File: src/hw/rtl/whist_pkg.sv
`timescale 1ns / 1ps
// ----------------------------------------------------------------------------
// Weighted 2-D histogram package
// Item types, status and action codes, register indexes and constants.
// ----------------------------------------------------------------------------
package whist_pkg;

    typedef enum logic {
        ACT_DEPOSIT = 1'b0,
        ACT_READ    = 1'b1
    } action_t;

    typedef enum logic [1:0] {
        ST_DEPOSITED  = 2'd0,
        ST_OUTSIDE    = 2'd1,
        ST_READ_VALID = 2'd2
    } status_t;

    typedef enum logic [2:0] {
        REG_X_MIN   = 3'd0,
        REG_X_SCALE = 3'd1,
        REG_Y_MIN   = 3'd2,
        REG_Y_SCALE = 3'd3,
        REG_CELLS_X = 3'd4,
        REG_CELLS_Y = 3'd5
    } reg_index_t;

    typedef enum logic [2:0] {
        S_CLEAR,
        S_IDLE,
        S_MUL,
        S_LOOK,
        S_WRITE
    } hist_state_t;

    typedef struct packed {
        action_t            action;
        logic signed [15:0] x_coord;
        logic signed [15:0] y_coord;
        logic [23:0]        mass;
        logic [15:0]        metal_fraction;
        logic [5:0]         read_column;
        logic [5:0]         read_row;
    } hist_in_t;

    typedef struct packed {
        status_t     status;
        logic [31:0] cell_count;
        logic [47:0] cell_mass;
        logic [47:0] cell_metal;
    } hist_out_t;

    typedef struct packed {
        logic [31:0] count;
        logic [47:0] mass;
        logic [47:0] metal;
    } cell_t;

    typedef struct packed {
        logic        in_grid;
        logic [15:0] bin;
    } bin_t;

    // round(2^16 * 0.0122 / 8.65e-3)
    localparam logic [16:0] METAL_K = 17'd92432;

    localparam logic signed [15:0] X_MIN_RST   = -16'sd512;
    localparam logic [15:0]        X_SCALE_RST = 16'd1638;
    localparam logic signed [15:0] Y_MIN_RST   = 16'sd512;
    localparam logic [15:0]        Y_SCALE_RST = 16'd2730;
    localparam logic [6:0]         CELLS_RST   = 7'd64;

endpackage

File: src/hw/rtl/whist_bin.sv
`timescale 1ns / 1ps
// ----------------------------------------------------------------------------
// Weighted 2-D histogram axis binner
// Registered offset-times-scale product, floor to bin and range check.
// ----------------------------------------------------------------------------
module whist_bin
(
    input  logic                 clk,
    input  logic                 en,
    input  logic signed [15:0]   coord,
    input  logic signed [15:0]   lo,
    input  logic [15:0]          scale,
    input  logic [15:0]          limit,
    output whist_pkg::bin_t      bin
);
    import whist_pkg::*;

    logic [16:0] off;
    logic        neg_reg;
    logic [31:0] prod_reg;

    assign off = {coord[15], coord} - {lo[15], lo};

    always_ff @(posedge clk)
    begin
        if (en)
        begin
            neg_reg  <= off[16];
            prod_reg <= 32'(off[15:0]) * 32'(scale);
        end
    end

    always_comb
    begin
        bin.bin     = prod_reg[31:16];
        bin.in_grid = !neg_reg && (prod_reg[31:16] < limit);
    end

endmodule

File: config.mk
export PLATFORM = sky130hd
export DESIGN_NAME = whist_bin
export DESIGN_NICKNAME = d
export VERILOG_FILES = /design/src/hw/rtl/whist_pkg.sv /design/src/hw/rtl/whist_bin.sv
export SDC_FILE = /design/constraint.sdc
export NUM_CORES = 1
export LEC_CHECK = 0
export BUFFER_PORTS_ARGS = -buffer_cell sky130_fd_sc_hd__buf_4
export CELL_PAD_IN_SITES_DETAIL_PLACEMENT = 0
export CELL_PAD_IN_SITES_GLOBAL_PLACEMENT = 2
export CORE_MARGIN = 3
export CORE_UTILIZATION = 35
export DETAILED_ROUTE_END_ITERATION = 7
export PLACE_DENSITY = 0.77
export SLEW_MARGIN = 20
export SYNTH_ARGS = -nofsm -noshare
export SYNTH_HDL_FRONTEND = slang
export SYNTH_SLANG_ARGS = --single-unit
File: constraint.sdc
create_clock -name clk -period 10.4 [get_ports clk]
set_input_delay 2.08 -clock clk [delete_from_list [all_inputs] [get_ports clk]]
set_output_delay 2.08 -clock clk [all_outputs]
set_load 0.02 [all_outputs]
==> impl_metrics.env <==
export IMPL_status="finished clean"
export IMPL_start_kind="primary input"
export IMPL_drtIter0Drc=357
export IMPL_numPortBuffers=82
export IMPL_final_util_pct=40.1
export IMPL_syn_nets=1539
export IMPL_die_y_um=176
export IMPL_regArea_um2=510
export IMPL_dp_hpwl_um=21200
export IMPL_syn_area_mm2=0.0101
export IMPL_synth_edf_count=17
export IMPL_finalHoldViolCount=0
export IMPL_ys_async_sr_fraction_pct=0
export IMPL_synthFlopType="edfxtp_1"
export IMPL_path_max_fanout=16
export IMPL_rsz0062_at_grt="false"
export IMPL_io_pins=83
export IMPL_drive_gt1_share_pct=9.52
export IMPL_die_area_mm2=0.0309
export IMPL_clockRootBuffer="clkbuf_16"
export IMPL_cts_resized=0
export IMPL_antenna_found_initial=0
export IMPL_setup_viol=0
export IMPL_grt_overflow=0
export IMPL_yosysSeqAreaShare_pct=5.06
export IMPL_ant_nets=0
export IMPL_largest_reg_flops=16
export IMPL_synth_cell_type_count=52
export IMPL_grt_max_degree=18
export IMPL_post_cts_setup_buffers=0
export IMPL_drv_slew=0
export IMPL_fin_nets=1601
export IMPL_multiInputGateArea_mm2=0.00850
export IMPL_syn2layout_area_growth_pct=11.6
export IMPL_coreArea_mm2=0.0281
export IMPL_drt_pass1_iter_count=7
export IMPL_grt_usage_pct=16.6
export IMPL_synth_warnings=0
export IMPL_cts_buffers=3
export IMPL_cp_data_arrival_time_ns=9.63
export IMPL_max_cap_violations=0
export IMPL_cts_max_path_buffers=2
export IMPL_ys_top_cells_by_area="fa_1 39%, ha_1 16%, inv_1 9.6%"
export IMPL_fin_crit_sh_pct=92.4
export IMPL_viasPerCell=4.92
export IMPL_clk_transition_reported_paths_ns=0.05
export IMPL_slew_headroom_pct=31.4
export IMPL_required_ns=10.42
export IMPL_hold_path_class="primary input to flop"
export IMPL_place_gp_congestion=0.823
export IMPL_yosysMostFrequentCell="inv_1"
export IMPL_grt_first_pass_wirelength_um=41700
export IMPL_vias=7800
export IMPL_cts_sinks=17
export IMPL_start_util_pct=35.9
export IMPL_fillers=2981
export IMPL_htreeDepth=1
export IMPL_final_setup_tns_ns=0
export IMPL_postSynthCellCount=1147
export IMPL_wl_um=25600
export IMPL_critPathKind="primary input to flop"
export IMPL_routedWlPerCell_um=16.1
export IMPL_ys_ff_latch=17
export IMPL_drc=0
export IMPL_row_count=61
export IMPL_min_period_ns=9.61
export IMPL_cts_tree="yes"
export IMPL_tightest_slew_ns=1.02
export IMPL_synth_area_leader_cell="fa_1"
export IMPL_synth_common_cells="257 x inv_1, 194 x fa_1, 144 x nand2_1, 132 x ha_1, 101 x and2_1"
export IMPL_cts_hold_buffers=0
export IMPL_fmax_ghz=0.104
export IMPL_postSynthAreaPerCell_um2=8.79
export IMPL_diodes=0
export IMPL_crit_path_end_kind="flop"
export IMPL_first_global_vias=8043
export IMPL_synth_top_area_share_pct=38.5
export IMPL_die_w_um=176
layout by cell type (no fill, tap or decap), drive strengths merged, types with 12 or more instances in the layout:
| cell type | instances |
|---|---|
| ha | 132 |
| fa | 194 |
| nor2 | 21 |
| o21ai | 21 |
| a21o | 22 |
| edfxtp | 17 |
| buf | 96 |
| o21a | 14 |
| and2 | 103 |
| inv | 257 |
| nor2b | 14 |
| xnor2 | 18 |
| a21oi | 31 |
| nand3 | 12 |
| nand2 | 144 |
logic make-up after synthesis:
kind of cell / share of synthesized area, %
AOI/OAI and AO/OA: 8.65
xor gates and xnor gates: 2.43
buffers and inverters: 11.1
DFF: 5.06
adders and majority gates: 54.9
and+or+nand+nor: 17.8
final timing paths:
kind                            to  cells past startpoint  slack, ns     start
worst max-delay path  prod_reg[30]                     28       0.79  coord[0]
worst min-delay path       neg_reg                      1       2.21        en
layer usage:
metal,up-vias,part of all wire (%),global-route usage [%]
li1,3684,-,-
met1,3975,43,22.0
met2,117,53,30.5
met3,24,3.0,1.06
met4,0,1.5,2.71
met5,-,0,0
worst max-delay path: stages:
cell and delay, ns:
buf_4 0.10, inv_1 0.04, ha_1 0.16, inv_1 0.05
fa_1 0.41, a21o_1 0.23, a221oi_2 0.37, a21oi_2 0.17
a31oi_4 0.27, a311o_1 0.68, nand2_1 0.16, fa_1 0.51
fa_1 0.54, inv_1 0.05, fa_1 0.48, fa_1 0.46
fa_1 0.51, inv_1 0.05, fa_1 0.47, inv_1 0.04
ha_1 0.36, a21o_1 0.22, a31oi_1 0.24, a31oi_1 0.13
o22ai_1 0.27, buf_4 0.19, o31ai_1 0.06, nor4_1 0.29
metrics by stage:
step | instances | setup slack [ns] | area (µm²) | hold slack, ns
final | 1586 | 0.793 | 11300 | 2.21
after global routing | 1586 | 0.360 | 11300 | 2.22
after CTS | 1586 | 0.799 | 11300 | 2.21
after detailed placement | 1582 | 0.569 | 11200 | 2.47
after global placement | 1582 | 0.645 | 11200 | 2.46
after floorplan | 1147 | 1.32 | 10100 | 2.19
layout make-up:
cell class              instances  area share [%]
clock buffers                   3           0.667
clock inverters                 1          0.0445
inverters                     257            8.57
multi-input cells             834            75.6
flip-flops and latches         17            4.54
well taps                     378            4.20
repair buffers                 96            6.40
Power is left out: the tool's default activity adds up to more than one toggle a clock period on the data nets, which glitch-free logic cannot reach.
